--- src/design/dcas_pkg.sv ---
package dcas_pkg;

	// DMA channel number this sequencer serves; EEPROM transfers exist only on channel 3
	localparam int unsigned CHANNEL        = 0;
	localparam int unsigned EEPROM_CHANNEL = 3;

	localparam int unsigned ADDR_W  = 32;
	localparam int unsigned COUNT_W = 17;
	localparam int unsigned STEP_W  = 4;
	localparam int unsigned CFG_W   = 32;
	localparam int unsigned IDX_W   = 3;

	// cartridge EEPROM window is 0x0D000000 .. 0x0DFFFFFF: top byte 0x0D
	localparam logic [7:0] EEPROM_PAGE = 8'h0D;

	typedef enum logic {
		OP_START = 1'b0,
		OP_STEP  = 1'b1
	} op_t;

	typedef enum logic [1:0] {
		CTRL_INC        = 2'd0,
		CTRL_DEC        = 2'd1,
		CTRL_FIXED      = 2'd2,
		CTRL_INC_RELOAD = 2'd3
	} ctrl_t;

	typedef enum logic [1:0] {
		KIND_HALF      = 2'd0,
		KIND_WORD      = 2'd1,
		KIND_EEPROM_RD = 2'd2,
		KIND_EEPROM_WR = 2'd3
	} kind_t;

	typedef enum logic [IDX_W-1:0] {
		REG_SOURCE_BASE    = 3'd0,
		REG_DEST_BASE      = 3'd1,
		REG_WORD_MODE      = 3'd2,
		REG_SOURCE_CONTROL = 3'd3,
		REG_DEST_CONTROL   = 3'd4,
		REG_REPEAT_MODE    = 3'd5,
		REG_IRQ_ENABLE     = 3'd6,
		REG_UNIT_COUNT     = 3'd7
	} reg_idx_t;

	typedef struct packed {
		logic [ADDR_W-1:0]  source_base;
		logic [ADDR_W-1:0]  dest_base;
		logic               word_mode;
		ctrl_t              source_control;
		ctrl_t              dest_control;
		logic               repeat_mode;
		logic               irq_enable;
		logic [COUNT_W-1:0] unit_count;
	} cfg_t;

	typedef struct packed {
		op_t  op;
		logic reload_request;
		logic eeprom_present;
	} item_t;

	typedef struct packed {
		logic [ADDR_W-1:0] read_address;
		logic [ADDR_W-1:0] write_address;
		kind_t             access_kind;
		logic              last_unit;
		logic              enable_after;
		logic              irq_pulse;
	} result_t;

	// byte delta per unit, 4-bit two's complement
	function automatic logic [STEP_W-1:0] step_for(ctrl_t ctrl, logic word_mode);
		logic [STEP_W-1:0] size;
		size = word_mode ? 4'd4 : 4'd2;
		unique case (ctrl)
			CTRL_DEC:   step_for = 4'd0 - size;
			CTRL_FIXED: step_for = '0;
			default:    step_for = size;
		endcase
	endfunction

	function automatic logic [ADDR_W-1:0] widen(logic [STEP_W-1:0] s);
		widen = {{(ADDR_W-STEP_W){s[STEP_W-1]}}, s};
	endfunction

	function automatic logic in_eeprom(logic [ADDR_W-1:0] a);
		in_eeprom = (a[ADDR_W-1 -: 8] == EEPROM_PAGE);
	endfunction

	// clear bit 0 for halfwords, bits 1:0 for words
	function automatic logic [ADDR_W-1:0] align(logic [ADDR_W-1:0] a, logic word_mode);
		align = {a[ADDR_W-1:2], a[1] & ~word_mode, 1'b0};
	endfunction

endpackage

--- src/design/dma_channel_address_sequencer.sv ---
// DMA channel address sequencer.
// An accepted word waits in the input register; its decoded result is registered onto m_*.
// Throughput: one word per cycle unless stalled, set by the single address add per step.
// The input register stalls only on a step with a result, output full and not being drained.
// Reset (arst_n low, async): channel idle, count and addresses zero, unit_count = 1,
// other config zero, both pipeline registers empty.
module dma_channel_address_sequencer
	import dcas_pkg::*;
(
	input  logic             clk,
	input  logic             arst_n,
	// configuration write port
	input  logic             cfg_we,
	input  logic [IDX_W-1:0] cfg_index,
	input  logic [CFG_W-1:0] cfg_data,
	// input stream
	input  logic             s_tvalid,
	output logic             s_tready,
	input  logic [7:0]       s_tdata,   // [0] reload_request, [1] eeprom_present, [7:2] zero
	input  logic             s_tuser,   // [0] op (0 start, 1 step)
	// result stream
	output logic             m_tvalid,
	input  logic             m_tready,
	output logic [71:0]      m_tdata,   // [31:0] read_address, [63:32] write_address,
	                                    // [64] enable_after, [65] irq_pulse, [71:66] zero
	output logic [1:0]       m_tuser,   // [1:0] access_kind
	output logic             m_tlast    // last_unit
);

	cfg_t    cfg;
	item_t   item_s1;
	logic    valid_s1;
	logic    produce;
	logic    advance;
	result_t result;
	result_t result_s2;
	logic    valid_s2;

	dcas_cfg_regs u_cfg (
		.clk      (clk),
		.arst_n   (arst_n),
		.cfg_we   (cfg_we),
		.cfg_index(cfg_index),
		.cfg_data (cfg_data),
		.cfg      (cfg)
	);

	// Stage 1 word moves on unless it has a result and the output slot is
	// occupied and not being drained this cycle.
	assign advance  = !valid_s1 || !produce || !valid_s2 || m_tready;
	assign s_tready = advance;

	always_ff @(posedge clk or negedge arst_n) begin
		if (!arst_n) begin
			valid_s1 <= 1'b0;
		end else if (advance) begin
			valid_s1 <= s_tvalid;
		end
	end

	always_ff @(posedge clk) begin
		if (advance && s_tvalid) begin
			item_s1.op             <= op_t'(s_tuser);
			item_s1.reload_request <= s_tdata[0];
			item_s1.eeprom_present <= s_tdata[1];
		end
	end

	// channel state and per-word decode
	dcas_core u_core (
		.clk       (clk),
		.arst_n    (arst_n),
		.cfg       (cfg),
		.item_valid(valid_s1),
		.item      (item_s1),
		.fire      (valid_s1 && advance),
		.produce   (produce),
		.result    (result)
	);

	// output register: holds one result until the sink takes it
	always_ff @(posedge clk or negedge arst_n) begin
		if (!arst_n) begin
			valid_s2 <= 1'b0;
		end else if (valid_s1 && advance && produce) begin
			valid_s2 <= 1'b1;
		end else if (m_tready) begin
			valid_s2 <= 1'b0;
		end
	end

	always_ff @(posedge clk) begin
		if (valid_s1 && advance && produce) begin
			result_s2 <= result;
		end
	end

	assign m_tvalid = valid_s2;
	assign m_tdata  = {6'b0, result_s2.irq_pulse, result_s2.enable_after,
	                   result_s2.write_address, result_s2.read_address};
	assign m_tuser  = result_s2.access_kind;
	assign m_tlast  = result_s2.last_unit;

endmodule

--- src/design/dcas_cfg_regs.sv ---
module dcas_cfg_regs
	import dcas_pkg::*;
(
	input  logic             clk,
	input  logic             arst_n,
	input  logic             cfg_we,
	input  logic [IDX_W-1:0] cfg_index,
	input  logic [CFG_W-1:0] cfg_data,
	output cfg_t             cfg
);

	cfg_t cfg_q;

	always_ff @(posedge clk or negedge arst_n) begin
		if (!arst_n) begin
			cfg_q.source_base    <= '0;
			cfg_q.dest_base      <= '0;
			cfg_q.word_mode      <= 1'b0;
			cfg_q.source_control <= CTRL_INC;
			cfg_q.dest_control   <= CTRL_INC;
			cfg_q.repeat_mode    <= 1'b0;
			cfg_q.irq_enable     <= 1'b0;
			cfg_q.unit_count     <= COUNT_W'(1);
		end else if (cfg_we) begin
			unique case (reg_idx_t'(cfg_index))
				REG_SOURCE_BASE:    cfg_q.source_base    <= cfg_data;
				REG_DEST_BASE:      cfg_q.dest_base      <= cfg_data;
				REG_WORD_MODE:      cfg_q.word_mode      <= cfg_data[0];
				REG_SOURCE_CONTROL: cfg_q.source_control <= ctrl_t'(cfg_data[1:0]);
				REG_DEST_CONTROL:   cfg_q.dest_control   <= ctrl_t'(cfg_data[1:0]);
				REG_REPEAT_MODE:    cfg_q.repeat_mode    <= cfg_data[0];
				REG_IRQ_ENABLE:     cfg_q.irq_enable     <= cfg_data[0];
				REG_UNIT_COUNT:     cfg_q.unit_count     <= cfg_data[COUNT_W-1:0];
			endcase
		end
	end

	assign cfg = cfg_q;

endmodule

--- src/design/dcas_core.sv ---
module dcas_core
	import dcas_pkg::*;
(
	input  logic    clk,
	input  logic    arst_n,
	input  cfg_t    cfg,
	input  logic    item_valid,
	input  item_t   item,
	input  logic    fire,
	output logic    produce,
	output result_t result
);

	logic               running_q;
	logic [COUNT_W-1:0] units_left_q;
	logic [ADDR_W-1:0]  src_addr_q;
	logic [ADDR_W-1:0]  dst_addr_q;
	logic [STEP_W-1:0]  src_step_q;
	logic [STEP_W-1:0]  dst_step_q;
	kind_t              kind_q;

	logic              is_start;
	logic              is_step;
	logic              zero_run;
	logic              last;
	logic [ADDR_W-1:0] src_start;
	logic [ADDR_W-1:0] dst_start;
	logic              ee_wr;
	logic              ee_rd;
	kind_t             kind_start;

	assign is_start = item_valid && (item.op == OP_START);
	assign is_step  = item_valid && (item.op == OP_STEP) && running_q;
	assign zero_run = is_step && (units_left_q == '0);
	assign produce  = is_step && (units_left_q != '0);
	assign last     = (units_left_q == COUNT_W'(1));

	// start: choose working addresses, then align to unit size
	always_comb begin
		logic [ADDR_W-1:0] s;
		logic [ADDR_W-1:0] d;
		s = src_addr_q;
		d = dst_addr_q;
		if (item.reload_request) begin
			s = cfg.source_base;
			d = cfg.dest_base;
		end else if (cfg.repeat_mode && cfg.dest_control == CTRL_INC_RELOAD) begin
			d = cfg.dest_base;
		end
		src_start = align(s, cfg.word_mode);
		dst_start = align(d, cfg.word_mode);
	end

	assign ee_wr = (CHANNEL == EEPROM_CHANNEL) && in_eeprom(dst_start);
	assign ee_rd = (CHANNEL == EEPROM_CHANNEL) && in_eeprom(src_start);

	always_comb begin
		if ((ee_wr || ee_rd) && item.eeprom_present) begin
			kind_start = ee_wr ? KIND_EEPROM_WR : KIND_EEPROM_RD;
		end else begin
			kind_start = cfg.word_mode ? KIND_WORD : KIND_HALF;
		end
	end

	always_comb begin
		result.read_address  = src_addr_q;
		result.write_address = dst_addr_q;
		result.access_kind   = kind_q;
		result.last_unit     = last;
		result.enable_after  = last & cfg.repeat_mode;
		result.irq_pulse     = last & cfg.irq_enable;
	end

	always_ff @(posedge clk or negedge arst_n) begin
		if (!arst_n) begin
			running_q    <= 1'b0;
			units_left_q <= '0;
			src_addr_q   <= '0;
			dst_addr_q   <= '0;
			src_step_q   <= '0;
			dst_step_q   <= '0;
			kind_q       <= KIND_HALF;
		end else if (fire) begin
			if (is_start) begin
				running_q    <= 1'b1;
				units_left_q <= cfg.unit_count;
				src_addr_q   <= src_start;
				dst_addr_q   <= dst_start;
				src_step_q   <= step_for(cfg.source_control, cfg.word_mode);
				dst_step_q   <= step_for(cfg.dest_control, cfg.word_mode);
				kind_q       <= kind_start;
			end else if (zero_run) begin
				running_q <= 1'b0;
			end else if (produce) begin
				src_addr_q   <= src_addr_q + widen(src_step_q);
				dst_addr_q   <= dst_addr_q + widen(dst_step_q);
				units_left_q <= units_left_q - COUNT_W'(1);
				if (last) begin
					running_q <= 1'b0;
				end
			end
		end
	end

`ifndef NO_ASSERTIONS
	a_last_stops: assert property (@(posedge clk) disable iff (!arst_n)
		fire && produce && last |=> !running_q)
		else $error("run did not stop after last unit");

	a_count_down: assert property (@(posedge clk) disable iff (!arst_n)
		fire && produce |=> units_left_q == $past(units_left_q) - COUNT_W'(1))
		else $error("unit count did not decrement on a step");

	a_start_loads: assert property (@(posedge clk) disable iff (!arst_n)
		fire && is_start |=> running_q && units_left_q == $past(cfg.unit_count))
		else $error("start did not arm the channel");

	a_idle_holds: assert property (@(posedge clk) disable iff (!arst_n)
		fire && item.op == OP_STEP && !running_q |=> $stable(src_addr_q) && $stable(dst_addr_q))
		else $error("addresses moved on a step while idle");
`endif

endmodule

--- config.mk ---
export PLATFORM = sky130hd
export DESIGN_NAME = dma_channel_address_sequencer
export DESIGN_NICKNAME = d
export VERILOG_FILES = /design/src/design/dcas_pkg.sv /design/src/design/dma_channel_address_sequencer.sv /design/src/design/dcas_cfg_regs.sv /design/src/design/dcas_core.sv
export SDC_FILE = /design/constraint.sdc
export NUM_CORES = 1
export LEC_CHECK = 0
export ABC_AREA = 1
export BUFFER_PORTS_ARGS = -buffer_cell sky130_fd_sc_hd__buf_2
export CORE_UTILIZATION = 62
export CTS_BUF_LIST = sky130_fd_sc_hd__clkbuf_8
export CTS_CLUSTER_SIZE = 28
export DETAILED_ROUTE_END_ITERATION = 16
export PLACE_DENSITY = 0.84
export SLEW_MARGIN = 10
export SYNTH_ARGS = -nofsm -noshare
export SYNTH_HDL_FRONTEND = slang
export SYNTH_SLANG_ARGS = --single-unit
export TNS_END_PERCENT = 50
--- constraint.sdc ---
create_clock -name clk -period 3 [get_ports clk]
set_input_delay 0.6 -clock clk [delete_from_list [all_inputs] [get_ports clk]]
set_output_delay 0.6 -clock clk [all_outputs]
set_load 0.02 [all_outputs]
==> flow_summary.toml, run 1 <==
[worst_setup_path]
cp.required_ns = 3.43
critPathKind = "flop to flop"
start_kind = "flop"
cp.arrival_ns = 3.09
worstSetupEndpointType = "flop"
critPathMaxFanout = 4

[cts]
cts_tree = "done"
postCtsSetupBuffers = 0
clkTransAtPathRegs_ns = 0.06
htree_num_levels = 2
cts_buffers = 41
post_cts_resized = 0
cts.sinks = 243
clk_path_buf_depth = 3
clockRootBuffer = "clkbuf_8"
cts_hold_buf = 0
insertion_delay_ns = 0.57

[floorplanning]
die-width_um = 153.9
core_area_mm2 = 0.02264
row_count = 55
die_height_um = 153.9
io-pin-count = 126
dieArea_mm2 = 0.02370
start_util_pct = 63.22

[synth]
synth_xor_area_share_pct = 0.8567
seq_area_frac_synth_pct = 44.87
yosys.area_share.simple_pct = 28.32
syn_area_mm2 = 0.01431
synth.distinct_cells = 45
ys_ff_latch = 243
synth_edf_count = 68
ys.flop_type = "dfrtp_1"
synth.most_common_cell = "nand2_1"
yosysWarnings = 0
synth.largest_area_cell = "dfrtp_1"
synthTopCellsByCount = "646 x nand2_1, 270 x inv_1, 196 x nor2_1"
synth_adder_area_share_pct = 6.049
ys_async_sr_fraction_pct = 72.02
syn_inst = 1946
synth_top_family_by_area = "simple AND/OR/NAND/NOR gates"
synth_top_area_share_pct = 30.42
synthMuxAreaShare_pct = 0
synth-compound-area-share_pct = 10.69
synthTopCellsByArea = "dfrtp_1 30%, nand2_1 17%, edfxtp_1 14%, inv_1 7.1%, ha_1 5.8%"
avgSynthCellArea_um2 = 7.355

[sta]
rsz0062_at_grt = "false"
tightestPinTransition_ns = 0.7068
finalCritPeriodShare_pct = 88.58
final-hold-violation-count = 0
maxSlewHeadroom_pct = 52.70
timing.fmax_mhz = 376.3
tns_ns = 0
min_period_ns = 2.657
finalSetupViolCount = 0
slew_violations = 0
skew_ns = 0.03105

[grt]
grt_max_degree = 71
gr-total-overflow = 0
grt_use_total_pct = 31.71
antenna_found_initial = 0
grt_pass1_wl_um = 59710
grt_pass1_vias = 12291

[flow_run]
cap_violations = 0

[drt]
detail-route-antenna-nets = 0
drc = 0
drtIter0Drc = 812
drtPass1Iterations = 5
totalWireLength_um = 36610
num_vias = 12979
wl_per_cell_um = 15.33
via_per_inst = 5.433

[finish]
final_cells = 2389
drive_above_1_share_pct = 10.69
antenna_cells = 0
area_delta_synth_final_pct = 12.55
nets = 2189

[placement]
gp_congestion = 0.9595
dp.cells = 2314
hpwl_um = 26840
portBuffers = 109

[pwr]
power_frac_comb_pct = 43.9
p_int_w = 0.008453
p_leak_nw = 8.630
power.clock.fraction_pct = 21.3
p_seq_share_pct = 34.8
p_sw_share_pct = 42.66
p_switching_w = 0.006289
ir_worst_vdd_v = 0.0004591
power.density_mw_per_mm2 = 915.1

[min_path]
worstHoldPathType = "input pin to asynchronous set/reset pin"

[run_status]
status = "complete, no violations"
## registers in the layout, summed over array words and instances (netlist names)
signal	flops
u_cfg.cfg	86
u_core.src_step_q	3
item_s1	2
u_core.dst_step_q	3
u_core.dst_addr_q	31
u_core.src_addr_q	31
m_tdata	64
valid_s1	1
u_core.running_q	1
m_tvalid	1
m_tuser	1
u_core.kind_q	1
u_core.units_left_q	17
m_tlast	1
## final cells by class
class                   count  area [um^2]
fillers                  1873         6531
repair buffers            132        799.5
clock buffers              53        729.5
well taps                 285        356.6
inverters                 274         1031
clock inverters            22        148.9
flip-flops and latches    243         6422
multi-input cells        1380         6621
## per-layer routing
layer | global-route usage [%] | part of all wire (%) | routed length (um)
met5 | 0 | 0 | 0
met4 | 18.05 | 5.1 | 1875
met2 | 50.56 | 45 | 16590
met1 | 42.13 | 44 | 15940
met3 | 3.890 | 6.0 | 2213
## critical path: stages (launching register included)
cell and delay [ns]:
dfrtp_1 0.38, ha_1 0.22, inv_1 0.07, fa_1 0.36, inv_1 0.13, nand2_1 0.09, o21ai_0 0.52, nand2_1 0.14
nand2_1 0.16, nand2_1 0.12, nand3_1 0.11, nand2_1 0.05, nand3_1 0.09, a21oi_1 0.08
## path summary, 6_finish.rpt
path / start / end / slack, ns / depth (start not counted)
setup / recovery: u_core.src_addr_q[1] / u_core.src_addr_q[25] / 0.34 / 13
hold / removal: arst_n / u_core.src_addr_q[16] / 0.03 / 1
setup reg to reg: u_core.src_addr_q[1] / u_core.src_addr_q[25] / 0.34 / 13
hold reg to reg: u_core.kind_q[0] / m_tuser[0] / 0.46 / 0
max in group asynchronous: arst_n / u_cfg.cfg[26] / 2.20 / 2
min in group clk: s_tuser / item_s1[2] / 0.21 / 1
## power groups by stage
stage / clock (W) / combinational, W / sequential, W
2_1_floorplan: 0 / 0.00469 / 0.00511
3_3_place_gp: 0 / 0.00618 / 0.00513
3_5_place_dp: 0 / 0.00636 / 0.00516
4_1_cts: 0.00320 / 0.00641 / 0.00511
5_1_grt: 0.00333 / 0.00735 / 0.00522
6_report: 0.00315 / 0.00647 / 0.00513
## cells by family (layout without fill, tap and decap cells)
group	after synthesis	after routing
fa+ha+maj	68	68
buf+inv	331	481
simple gates	1000	1000
compound gates	289	289
xor+xnor	14	14
other cells	1	9
flops	243	243
## cell usage in the layout, fill, tap and decap left out, types with 5 or more instances in the layout
master | Yosys | routed
a21oi_1 | 118 | 118
a31oi_1 | 12 | 12
and2_1 | 6 | 6
buf_12 | 0 | 6
buf_2 | 13 | 108
buf_4 | 10 | 17
clkbuf_8 | 0 | 53
clkinv_2 | 0 | 7
conb_1 | 1 | 9
dfrtp_1 | 174 | 174
edfxtp_1 | 68 | 68
ha_1 | 66 | 66
inv_1 | 270 | 278
nand2_1 | 646 | 645
nand3_1 | 101 | 101
nand3b_1 | 6 | 6
nand4_1 | 13 | 13
nor2_1 | 196 | 195
nor3_1 | 11 | 10
o21ai_0 | 134 | 134
o21bai_1 | 6 | 6
or2_2 | 8 | 8
xnor2_1 | 9 | 9
xor2_1 | 5 | 5
## metrics by stage
stage          util [%]  worst slack (ns)  cell area [um^2]  power, W  hold slack (ns)
2_1_floorplan         -            0.3778             14340  0.009804           0.3044
3_3_place_gp      67.27            0.5454             15230   0.01131           0.4545
3_5_place_dp      67.27            0.4862             15230   0.01152           0.4529
4_1_cts           71.15            0.4109             16110   0.01472          0.05384
5_1_grt           71.15            0.2332             16110   0.01590          0.07735
6_report          71.15            0.3426             16110   0.01474          0.03269
(Power assumes the default switching activity.)
==> run 2: changes to the inputs <==
- CORE_UTILIZATION: 62 -> 63
- SYNTH_HIERARCHICAL: unset -> 1
==> run 2 against run 1 <==
Cell area increased by 2.8%. Sequential power about the same. Total power decreased by 4.3%. Non-clock buffer count increased by 4. Setup slack got worse by 0.049 ns. Critical endpoint is now s_tready. Highest routed layer unchanged.
==> flow_summary.toml, run 2 <==
[run_status]
status = "complete, no violations"

[worst_setup_path]
crit_chain = "inv_1 -> ha_1 -> nand2_1 -> nor2_1 -> nand3_2 -> nand2_2 -> inv_1 -> nand4_1 -> buf_2"
cp.required_ns = 2.40
cp.arrival_ns = 2.11
critPathMaxStageDelay_ns = 0.42
r2r_start = "u_core/src_step_q[3]"
critPathMaxFanout = 4
r2r_slack_ns = 0.31
critPathKind = "flop to output pin"
critPathSlowestCell = "dfrtp_1"
path_common_cell = "inv_1"
worstSetupEndpointType = "output pin"
cp_num_buf_inv = 3
cp_top_family = "simple AND/OR/NAND/NOR gates"
ff2ff_path_depth = 12
start_kind = "flop"
r2r_end = "u_core/src_addr_q[30]"

[pwr]
power.density_mw_per_mm2 = 852.0
p_switching_w = 0.005965
power_frac_comb_pct = 42.5
power_w = 0.01411
p_leak_nw = 9.127
p_int_w = 0.008141
p_seq_share_pct = 36.3
power.clock.fraction_pct = 21.2
ir_worst_vdd_v = 0.0005367
p_sw_share_pct = 42.29

[sta]
maxSlewHeadroom_pct = 39.08
finalCritPeriodShare_pct = 90.20
final.setup.worst_slack_ns = 0.2939
final-hold-violation-count = 0
timing.fmax_mhz = 369.5
finalSetupViolCount = 0
rsz0062_at_grt = "false"
tightestPinTransition_ns = 0.9138
skew_ns = 0.02639
min_period_ns = 2.706
slew_violations = 0
tns_ns = 0

[grt]
grt_pass1_wl_um = 61390
grt_use_total_pct = 31.94
grt_max_degree = 61
grt_pass1_vias = 12774
gr-total-overflow = 0
antenna_found_initial = 0

[placement]
pre_cts_slack_ns = 0.3504
dp.cells = 2446
hpwl_um = 27710
portBuffers = 112
gp_congestion = 0.9730

[finish]
mostFrequentLayoutCells = "823 x nand2_1, 252 x inv_1, 175 x nor2_1"
area_delta_synth_final_pct = 10.91
nets = 2293
layout_commonest_cell = "nand2_1"
final_cells = 2522
largest_reg_flops = 86
antenna_cells = 0
drive_above_1_share_pct = 10.50

[cts]
postCtsSetupBuffers = 0
htree_num_levels = 2
clk_path_buf_depth = 3
cts_tree = "done"
clkTransAtPathRegs_ns = 0.06
insertion_delay_ns = 0.57
cts_hold_buf = 0
clockRootBuffer = "clkbuf_8"
cts_buffers = 41
cts.sinks = 246
post_cts_resized = 0

[drt]
totalWireLength_um = 37730
detail-route-antenna-nets = 0
drtIter0Drc = 1111
wl_per_cell_um = 14.96
drtPass1Iterations = 5
drc = 0
num_vias = 13674
via_per_inst = 5.422

[floorplanning]
die-width_um = 155.9
dieArea_mm2 = 0.02431
row_count = 55
core_area_mm2 = 0.02292
die_height_um = 155.9
start_util_pct = 65.14
io-pin-count = 126

[synth]
syn_area_mm2 = 0.01493
yosysWarnings = 6
avgSynthCellArea_um2 = 7.261
syn_inst = 2056

[flow_run]
cap_violations = 0

[min_path]
worstHoldPathType = "input pin to asynchronous set/reset pin"
## run 2: metrics by stage
step	instance area (um^2)	utilization, %	hold slack [ns]
after global placement	15720	68.59	0.4396
after global routing	16560	72.25	0.06245
final	16560	72.25	0.02751
after detailed placement	15720	68.59	0.4467
after CTS	16550	72.24	0.02989
after floorplan	14970	-	0.3044
## run 2: layout make-up
class | count | area [um^2]
fill | 1894 | 6359
multi-input combinational | 1504 | 7118
clock buffer | 50 | 688.2
timing repair buffer | 136 | 772.0
inverter | 247 | 927.1
sequential | 246 | 6513
clock inverter | 26 | 147.6
tap | 313 | 391.6
## run 2: worst max-delay path by stage
stage                     cells past startpoint                     to  slack, ns                    from
after floorplan                               9             m_tdata[0]       0.39  u_core/units_left_q[0]
after global placement                       16  u_core/src_addr_q[21]       0.43  u_core/units_left_q[0]
after detailed placement                     16  u_core/src_addr_q[20]       0.35  u_core/units_left_q[0]
after CTS                                     9               s_tready       0.28  u_core/units_left_q[0]
after global routing                         16  u_core/src_addr_q[20]       0.04  u_core/units_left_q[0]
final                                         9               s_tready       0.29  u_core/units_left_q[0]
## run 2: routing by layer
metal	GRT usage [%]	vias up	part of all wire, %
li1	-	6747	-
met1	42.07	6271	42
met2	52.32	536	47
met3	4.500	120	7.2
met4	14.85	0	4.4
met5	0	-	0
## run 2: power groups by stage
stage | sequential, W | clock, W | combinational, W
final | 0.00512 | 0.00300 | 0.00599
after global routing | 0.00521 | 0.00319 | 0.00683
after CTS | 0.00511 | 0.00304 | 0.00592
after detailed placement | 0.00516 | 0 | 0.00587
after global placement | 0.00513 | 0 | 0.00568
after floorplan | 0.00503 | 0 | 0.00446
## run 2: worst register-to-register path, stage by stage, from the launching register on
cell,delay [ns]
dfrtp_1,0.93
ha_1,0.46
nand2_1,0.12
nand3_1,0.19
nand2_1,0.11
nand2_1,0.11
nand2_1,0.08
nand2_1,0.13
nand2_1,0.12
nand2_1,0.05
nand2_1,0.05
nand3_1,0.11
a21oi_2,0.16
